--- src/rtl/core/lhp_pkg.sv ---
`timescale 1ns / 1ps
package lhp_pkg;

  localparam int NUM_BUCKETS    = 6;
  localparam int NUM_BOUND_REGS = 5;
  localparam int BKT_IDX_W      = $clog2(NUM_BUCKETS);
  localparam int CFG_IDX_W      = 3;
  localparam int LAT_W          = 32;
  localparam int PCT_W          = 7;
  localparam int RANK_W         = LAT_W + PCT_W;

  localparam logic [BKT_IDX_W-1:0] LAST_BKT = BKT_IDX_W'(NUM_BUCKETS - 1);

  localparam logic [CFG_IDX_W-1:0] REG_PERCENTILE = CFG_IDX_W'(5);

  localparam logic [PCT_W-1:0] PCT_MIN   = PCT_W'(1);
  localparam logic [PCT_W-1:0] PCT_MAX   = PCT_W'(100);
  localparam logic [PCT_W-1:0] PCT_RESET = PCT_W'(95);

  localparam logic [LAT_W-1:0] BOUND_RESET [NUM_BOUND_REGS] = '{
    LAT_W'(1000), LAT_W'(5000), LAT_W'(10000), LAT_W'(20000), LAT_W'(50000)
  };

  typedef logic [LAT_W-1:0] lat_t;

  typedef struct packed {
    logic action;
    lat_t elapsed_us;
  } in_word_t;

  typedef struct packed {
    lat_t percentile_upper_us;
    lat_t max_us;
    lat_t sample_count;
  } out_word_t;

endpackage

--- src/rtl/core/latency_histogram_percentile_unit.sv ---
`timescale 1ns / 1ps
// Latency histogram with a percentile estimate. Each input word records one latency
// sample or clears the statistics, and each gives exactly one output word holding the
// percentile bucket bound, the largest latency and the sample count. Words are handled
// one at a time by a sequencer: a record first steps through the bounds to find its
// bucket, then forms the rank product and adds up the bucket counts in order until the
// running sum reaches the rank; a clear resets the statistics and goes straight to the
// result. A finished word waits in the sequencer until the output register is free, then
// in the output register, and the next input word is taken once the sequencer has handed over.
// Configuration writes are taken in any cycle and are meant for idle periods.
module latency_histogram_percentile_unit (
  input  logic                          clk,
  input  logic                          rst_n,
  input  logic                          in_valid,
  output logic                          in_ready,
  input  lhp_pkg::in_word_t             in_word,
  output logic                          out_valid,
  input  logic                          out_ready,
  output lhp_pkg::out_word_t            out_word,
  input  logic                          cfg_valid,
  output logic                          cfg_ready,
  input  logic [lhp_pkg::CFG_IDX_W-1:0] cfg_index,
  input  lhp_pkg::lat_t                 cfg_data
);
  import lhp_pkg::*;

  lat_t             bounds [NUM_BUCKETS-1];
  logic [PCT_W-1:0] pct_eff;
  logic             eng_idle;
  logic             eng_done;
  logic             slot_free;
  out_word_t        eng_result;
  logic             out_valid_r;
  out_word_t        out_word_r;

  assign cfg_ready = rst_n;
  assign in_ready  = eng_idle && rst_n;
  assign slot_free = !out_valid_r || out_ready;

  lhp_cfg_regs u_cfg (
    .clk      (clk),
    .rst_n    (rst_n),
    .wr_en    (cfg_valid),
    .wr_index (cfg_index),
    .wr_data  (cfg_data),
    .bounds   (bounds),
    .pct_eff  (pct_eff)
  );

  lhp_engine u_engine (
    .clk       (clk),
    .rst_n     (rst_n),
    .start     (in_valid && eng_idle),
    .in_word   (in_word),
    .bounds    (bounds),
    .pct_eff   (pct_eff),
    .slot_free (slot_free),
    .idle      (eng_idle),
    .done      (eng_done),
    .result    (eng_result)
  );

  always_ff @(posedge clk) begin
    if (!rst_n) begin
      out_valid_r <= 1'b0;
    end else begin
      if (eng_done) begin
        out_valid_r <= 1'b1;
        out_word_r  <= eng_result;
      end else if (out_ready) begin
        out_valid_r <= 1'b0;
      end
    end
  end

  assign out_valid = out_valid_r;
  assign out_word  = out_word_r;

endmodule

--- src/rtl/core/lhp_cfg_regs.sv ---
`timescale 1ns / 1ps
module lhp_cfg_regs (
  input  logic                          clk,
  input  logic                          rst_n,
  input  logic                          wr_en,
  input  logic [lhp_pkg::CFG_IDX_W-1:0] wr_index,
  input  lhp_pkg::lat_t                 wr_data,
  output lhp_pkg::lat_t                 bounds [lhp_pkg::NUM_BUCKETS-1],
  output logic [lhp_pkg::PCT_W-1:0]     pct_eff
);
  import lhp_pkg::*;

  lat_t             bound_r [NUM_BOUND_REGS];
  logic [PCT_W-1:0] pct_r;

  always_ff @(posedge clk) begin
    if (!rst_n) begin
      bound_r <= BOUND_RESET;
      pct_r   <= PCT_RESET;
    end else if (wr_en) begin
      for (int i = 0; i < NUM_BOUND_REGS; i++) begin
        if (wr_index == CFG_IDX_W'(i)) begin
          bound_r[i] <= wr_data;
        end
      end
      if (wr_index == REG_PERCENTILE) begin
        pct_r <= wr_data[PCT_W-1:0];
      end
    end
  end

  // Bounded buckets without a register of their own get an all-ones bound and take every sample that reaches them.
  for (genvar g = 0; g < NUM_BUCKETS - 1; g++) begin : g_slot
    if (g < NUM_BOUND_REGS) begin : g_reg
      assign bounds[g] = bound_r[g];
    end else begin : g_open
      assign bounds[g] = '1;
    end
  end

  always_comb begin
    priority if (pct_r < PCT_MIN) begin
      pct_eff = PCT_MIN;
    end else if (pct_r > PCT_MAX) begin
      pct_eff = PCT_MAX;
    end else begin
      pct_eff = pct_r;
    end
  end

endmodule

--- src/rtl/core/lhp_engine.sv ---
`timescale 1ns / 1ps
module lhp_engine (
  input  logic                      clk,
  input  logic                      rst_n,
  input  logic                      start,
  input  lhp_pkg::in_word_t         in_word,
  input  lhp_pkg::lat_t             bounds [lhp_pkg::NUM_BUCKETS-1],
  input  logic [lhp_pkg::PCT_W-1:0] pct_eff,
  input  logic                      slot_free,
  output logic                      idle,
  output logic                      done,
  output lhp_pkg::out_word_t        result
);
  import lhp_pkg::*;

  typedef enum logic [2:0] {S_IDLE, S_PICK, S_PROD, S_ACC, S_CMP, S_DONE} state_t;

  state_t                state_r;
  lat_t                  counts_r [NUM_BUCKETS];
  lat_t                  total_r;
  lat_t                  max_r;
  lat_t                  lat_r;
  lat_t                  acc_r;
  lat_t                  res_r;
  logic [RANK_W-1:0]     prod_r;
  logic [BKT_IDX_W-1:0]  idx_r;
  logic [RANK_W-1:0]     acc100;
  logic                  above_bound;

  // Comparing 100 * sum against count * percentile avoids dividing for the rank.
  assign acc100 = (RANK_W'(acc_r) << 6) + (RANK_W'(acc_r) << 5) + (RANK_W'(acc_r) << 2);
  assign above_bound = (idx_r != LAST_BKT) && (lat_r > bounds[idx_r]);

  always_ff @(posedge clk) begin
    if (!rst_n) begin
      state_r  <= S_IDLE;
      counts_r <= '{default: '0};
      total_r  <= '0;
      max_r    <= '0;
    end else begin
      unique case (state_r)
        S_IDLE: begin
          if (start) begin
            if (in_word.action) begin
              counts_r <= '{default: '0};
              total_r  <= '0;
              max_r    <= '0;
              state_r  <= S_PROD;
            end else begin
              total_r <= total_r + lat_t'(1);
              if (in_word.elapsed_us > max_r) begin
                max_r <= in_word.elapsed_us;
              end
              lat_r   <= in_word.elapsed_us;
              idx_r   <= '0;
              state_r <= S_PICK;
            end
          end
        end
        S_PICK: begin
          if (above_bound) begin
            idx_r <= idx_r + BKT_IDX_W'(1);
          end else begin
            counts_r[idx_r] <= counts_r[idx_r] + lat_t'(1);
            state_r         <= S_PROD;
          end
        end
        S_PROD: begin
          if (total_r == '0) begin
            res_r   <= '0;
            state_r <= S_DONE;
          end else begin
            prod_r  <= RANK_W'(total_r) * RANK_W'(pct_eff);
            acc_r   <= '0;
            idx_r   <= '0;
            state_r <= S_ACC;
          end
        end
        S_ACC: begin
          acc_r   <= acc_r + counts_r[idx_r];
          state_r <= S_CMP;
        end
        S_CMP: begin
          priority if (acc100 >= prod_r) begin
            res_r   <= (idx_r == LAST_BKT) ? max_r : bounds[idx_r];
            state_r <= S_DONE;
          end else if (idx_r == LAST_BKT) begin
            res_r   <= max_r;
            state_r <= S_DONE;
          end else begin
            idx_r   <= idx_r + BKT_IDX_W'(1);
            state_r <= S_ACC;
          end
        end
        S_DONE: begin
          if (slot_free) begin
            state_r <= S_IDLE;
          end
        end
        default: begin
          state_r <= S_IDLE;
        end
      endcase
    end
  end

  assign idle = (state_r == S_IDLE);
  assign done = (state_r == S_DONE) && slot_free;

  always_comb begin
    result.percentile_upper_us = res_r;
    result.max_us              = max_r;
    result.sample_count        = total_r;
  end

endmodule

--- config.mk ---
export PLATFORM = sky130hd
export DESIGN_NAME = latency_histogram_percentile_unit
export DESIGN_NICKNAME = d
export VERILOG_FILES = /design/src/rtl/core/lhp_pkg.sv /design/src/rtl/core/latency_histogram_percentile_unit.sv /design/src/rtl/core/lhp_cfg_regs.sv /design/src/rtl/core/lhp_engine.sv
export SDC_FILE = /design/constraint.sdc
export NUM_CORES = 2
export LEC_CHECK = 0
export ABC_CLOCK_PERIOD_IN_PS = 30700
export BUFFER_PORTS_ARGS = -buffer_cell sky130_fd_sc_hd__buf_4
export CAP_MARGIN = 20
export CORE_MARGIN = 3
export CORE_UTILIZATION = 40
export DETAILED_ROUTE_END_ITERATION = 6
export GPL_ROUTABILITY_DRIVEN = 0
export PLACE_DENSITY = 0.6
export SYNTH_ARGS = -nofsm -noshare
export SYNTH_HDL_FRONTEND = slang
export SYNTH_SLANG_ARGS = --single-unit
export TNS_END_PERCENT = 30
--- constraint.sdc ---
create_clock -name clk -period 30.7 [get_ports clk]
set_clock_uncertainty 0.2 [all_clocks]
set_input_delay 6.14 -clock clk [delete_from_list [all_inputs] [get_ports clk]]
set_output_delay 6.14 -clock clk [all_outputs]
set_load 0.05 [all_outputs]
# Word-level counts from Yosys, hierarchy flattened
# Index checks and enable logic that the tools add are counted.
# classes
addsub	6
multipliers	1
order_cmp	7
eq_ne	23
muxes	42
bitwise_logic	3
reduce_logical	32
# op_table
cell	count
two-way mux 192 bit	3
two-way mux 32 bit	13
one-hot mux 192 bit (2 select lines)	1
binary-select mux 32 bit (select 3 bit)	2
bitwise mux 192 bit	1
one-hot mux 32 bit (2 select lines)	2
demux 32 bit (select 3 bit)	1
adder 32 x 1 -> 32 bit (second input constant)	2
greater-than comparator 32 bit	2
adder 38 x 37 -> 39 bit	1
adder 39 x 34 -> 39 bit	1
greater-or-equal comparator 39 bit	1
multiplier 32 x 7 -> 39 bit	1
two-way mux 3 bit	12
adder 32 bit	1
logical NOT 32 bit	1
one-hot mux 3 bit (6 select lines)	1
AND reduction 2 bit	8
== test 3 bit (second input constant)	5
two-way mux 7 bit	2
== test 3 x 2 -> 1 bit (second input constant)	4
inequality test 2 bit (second input constant)	6
one-hot mux 3 bit (4 select lines)	1
AND reduction 3 bit	4
21 further kinds	38
# word_totals
ff_bits	661
input_bits	73
output_inout_bits	99
elab_cells	138

# Depth between registers and ports, before layout
# logic_depth
ltp_word	8
ltp_mapped	27
depth_no_buf	25

# Hierarchy
# A second synthesis with hierarchy kept.
# unflattened
cells_unflattened	4054
area_unflattened_um2	39987.1
# by_module_without_submodules
module	n_inst	cells_each	area_each_um2	seq_area_each_um2
lhp_engine	1	3332	30638.1	9328.9
lhp_cfg_regs	1	618	6391.1	3343.2
latency_histogram_percentile_unit	1	104	2957.8	2902.8

# Worst setup path after synthesis
# No wires, ideal clock.
# synth_path
path_type	input-to-output
startpoint	input port rst_n
endpoint	output port in_ready
t_arrival_ns	7.554
required_time_ns	24.360
setup_slack_ns	16.806
path_stages	3
path_buffers	1
path_cell_list	clkbuf_1 > nand2b_1 > nor3_1
# synth_via
elab_chain_cells	1
# synth_lines
item	line	text
start, declared	latency_histogram_percentile_unit.sv:13	input logic rst_n,
logical AND 1 bit	latency_histogram_percentile_unit.sv:37	assign in_ready = eng_idle && rst_n;
end, declared	latency_histogram_percentile_unit.sv:15	output logic in_ready,
# No other way between the ends.

# Final worst setup path
# Same ends and word-level chain as after synthesis.

==> impl_results.md <==
- Slowest stage cell, crit path: nor3_1
- Type of origin of the critical path: input pin
- Rows: 114
- CP Cell Sequence: buf_4 > nand2b_1 > nor3_1 > buf_4
- Post-DRT Antenna Nets: 0
- RSZ-0062 raised after global routing: no
- Worst hold path class: register to register
- Clk root buf: clkbuf_16
- Max-slew violation count: 0
- Main synth FF type: dfxtp_1
- Outcome: completed
- CP max FO: 5
- Mapped Area: 0.0391 mm^2
- Mapped Cells: approximately 4100
- IO Count: 172
- Post-CTS setup buffers: 0
- Routed Wire Length: 108000 um
- Fin nets: 4653
- GRT Resource Usage Total: between 20% and 30%
- Area Growth Syn to Fin: 13.1%
- Reg2Reg Setup Slack: 23.18 ns
- Die Height: 319 um
- Async S/R FF share, synth: 0%
- Hpwl dp: 73100 um
- Max_cap viols: 0
- Clock transition at path regs: 0.06 ns
- Hold path startpoint: u_engine.res_r[12]$_SDFFCE_PN0P_
- Gate power share: about a fifth
- First-pass GRT wire length: approximately 170000 um
- DIE WIDTH: ~320 um
- Total number of vias: 29835
- Internal power: 1.67 mW
- Worst R2R End: u_engine.prod_r[38]$_DFFE_PP_
- Synthesized flop and latch total: 661
- Yosys top cell by area: dfxtp_1
- RR Startpoint: u_cfg.pct_r[5]$_SDFFE_PN0P_
- CTS Buf Count: 75
- Lkg Pwr: 18.3 nW
- Critical Path Sink Type: primary output
- Top cells by area, synth: dfxtp_1, edfxtp_1, fa_1
- WP data required: roughly 24 ns
- First DRT Iteration DRCs: 2263
- Synthesized area per cell: 9.58 um^2
- Share of the synthesized area in the top cell type: a little over a fifth
- Slew HR: around a quarter
- Port Buffers: ~170
- Largest net degree at the start of global routing: 119
- Sw Ratio: 29.8%
- Synth unique cells: 86
- Final-report hold violation count: 0
- Slowest stage delay, CP: around 0.65 ns
- Starting Density: about two fifths
- Seq/Total Area, Yosys: 39.8%
- Post-cts repair resize count: 0
- Min Tclk post-route: 13.78 ns
- Reg2reg path depth: 22
- Setup CP Type: input pin to primary output
- CTS tree: built
- Sink Count: roughly 660
- Most used cell, CP: buf_4
- Max Freq: 0.0726 GHz
- First-pass detailed-route iteration total: 6
- Core area: 0.0969 mm^2
- Worst-Margin Slew: 1.10 ns
- Sequential Power Share: around 40%
- Post-synth EDFFs: 234
- Pwr/cell area: 53.6 mW/mm^2
- Total net switching power: 0.707 mW
- H-tree Lvls: 3
- Setup violations, final: 0
- Maximum buffer depth of the clock tree: 3
- Initial antenna violation count: 10
- Clock share of power: about 40%
- Routed vias/inst: ~5.4
- Hold Path End: out_word[76]$_DFFE_PP_
- Crit path arrival time: 7.44 ns
- Hold Path Stages: 0
- Share of cells above drive strength 1: 10.8%
- Period utilization: 44.9%
- Routed WL per cell: 19.6 um
- YS warnings: 0
- Die area: 0.102 mm^2
- Max VDD drop: approximately 0.037 mV
- Total power: 2.37 mW
- DRC viols: 0
- Post-Syn Nets: 4570
- GRT overflow: 0
- Hold_buf cts: 0
- Clock Latency Late Sink: ~0.64 ns
- Vias in the first global route: 29562
- Setup TNS: 0 ns
per-layer routing:
| metal | global-route usage (%) | vias up | share of wire [%] |
|---|---|---|---|
| met5 | 0 | - | 0.044 |
| met4 | 6.33 | 8 | 2.7 |
| met3 | 4.03 | 156 | 6.2 |
| met2 | 33.4 | 734 | 45 |
| met1 | 29.0 | 14598 | 46 |
| li1 | - | 14339 | - |
Yosys cell counts (12+ instances only):
cell / number
xnor2_1: 78
nor3_1: 31
o22a_1: 14
ha_1: 230
a21boi_0: 140
nand2_1: 718
mux4_2: 28
nand2b_1: 22
o21ai_1: 22
nor4_1: 12
and3_1: 100
buf_1: 14
a21o_1: 72
o21ai_0: 202
nand3_1: 79
o21bai_1: 14
o21a_1: 31
edfxtp_1: 234
a22oi_1: 42
mux2i_1: 67
fa_1: 179
a21oi_1: 146
nand4_1: 37
or3_1: 15
xor2_1: 52
and2_1: 91
nor2b_1: 65
a211oi_1: 46
mux2_2: 25
inv_1: 265
nor2_1: 169
clkbuf_1: 184
dfxtp_1: 427
a22o_1: 60
worst max-delay path: cells and delay by family:
| family | cells | cell delay [ns] |
|---|---|---|
| AND/OR/NAND/NOR | 2 | 0.83 |
| buffers and inverters | 2 | 0.47 |
worst max path at each step:
stage,slack [ns],endpoint,from,cells after the start
2_1_floorplan,16.81,in_ready,rst_n,3
3_5_place_dp,17.00,in_ready,rst_n,4
3_3_place_gp,17.05,in_ready,rst_n,4
6_report,16.92,in_ready,rst_n,4
4_1_cts,17.00,in_ready,rst_n,4
5_1_grt,16.93,in_ready,rst_n,4
sequential cells by signal, summed over array words and instances (netlist names), 7 cells and up:
register           flops
u_engine.counts_r    192
u_cfg.bounds         160
out_word              96
u_engine.prod_r       39
u_engine.acc_r        32
u_engine.lat_r        32
u_engine.max_r        32
u_engine.res_r        32
u_engine.total_r      32
u_cfg.pct_r            7
placed cells by master, fill, tap and decap left out, drive strengths merged, types with 60 or more instances in the layout:
cell / netlist / routed
nand2: 720 / 720
dfxtp: 427 / 427
inv: 265 / 266
edfxtp: 234 / 234
buf: 41 / 231
ha: 230 / 230
o21ai: 224 / 224
fa: 179 / 179
nor2: 170 / 170
a21oi: 147 / 147
a21boi: 140 / 140
clkbuf: 184 / 105
and3: 100 / 100
and2: 92 / 92
xnor2: 81 / 81
nand3: 80 / 80
a21o: 72 / 72
mux2i: 67 / 67
nor2b: 65 / 65
a22o: 60 / 60
final cells by class:
cell class	instances	area (um^2)
clock buffers	105	2200
multi-input cells	2936	21700
clock inverters	32	418
inverters	266	998
diodes	9	22.5
repair buffers	231	1730
well taps	1276	1600
fillers	9150	52600
flip-flops and latches	661	15600
stage by stage:
step / worst slack (ns) / area, um^2 / std cells / hold WS [ns] / util, %
CTS: 17.00 / 44200 / 5507 / 0.218 / 45.7
detailed placement: 17.00 / 41600 / 5370 / 0.205 / 43.0
finish: 16.92 / 44300 / 5516 / 0.217 / 45.7
floorplan: 16.81 / 39100 / 4088 / 0.200 / -
global route: 16.93 / 44200 / 5507 / 0.226 / 45.7
global placement: 17.05 / 41600 / 5370 / 0.203 / 43.0
power by group through the flow:
stage | combinational (mW) | clock, mW | sequential [mW]
global route | 0.518 | 1.00 | 0.955
floorplan | 0.321 | 0 | 0.968
CTS | 0.469 | 0.970 | 0.952
finish | 0.472 | 0.950 | 0.952
global placement | 0.462 | 0 | 0.971
detailed placement | 0.466 | 0 | 0.971
kinds of logic after synthesis:
kind of cell | synth area share [%]
simple gates | 16.6
compound gates | 15.0
flops | 39.8
buf+inv | 5.01
fa+ha+maj | 16.5
xor+xnor | 3.07
mux | 4.07
Note: power is estimated with default switching activity, not from simulation.
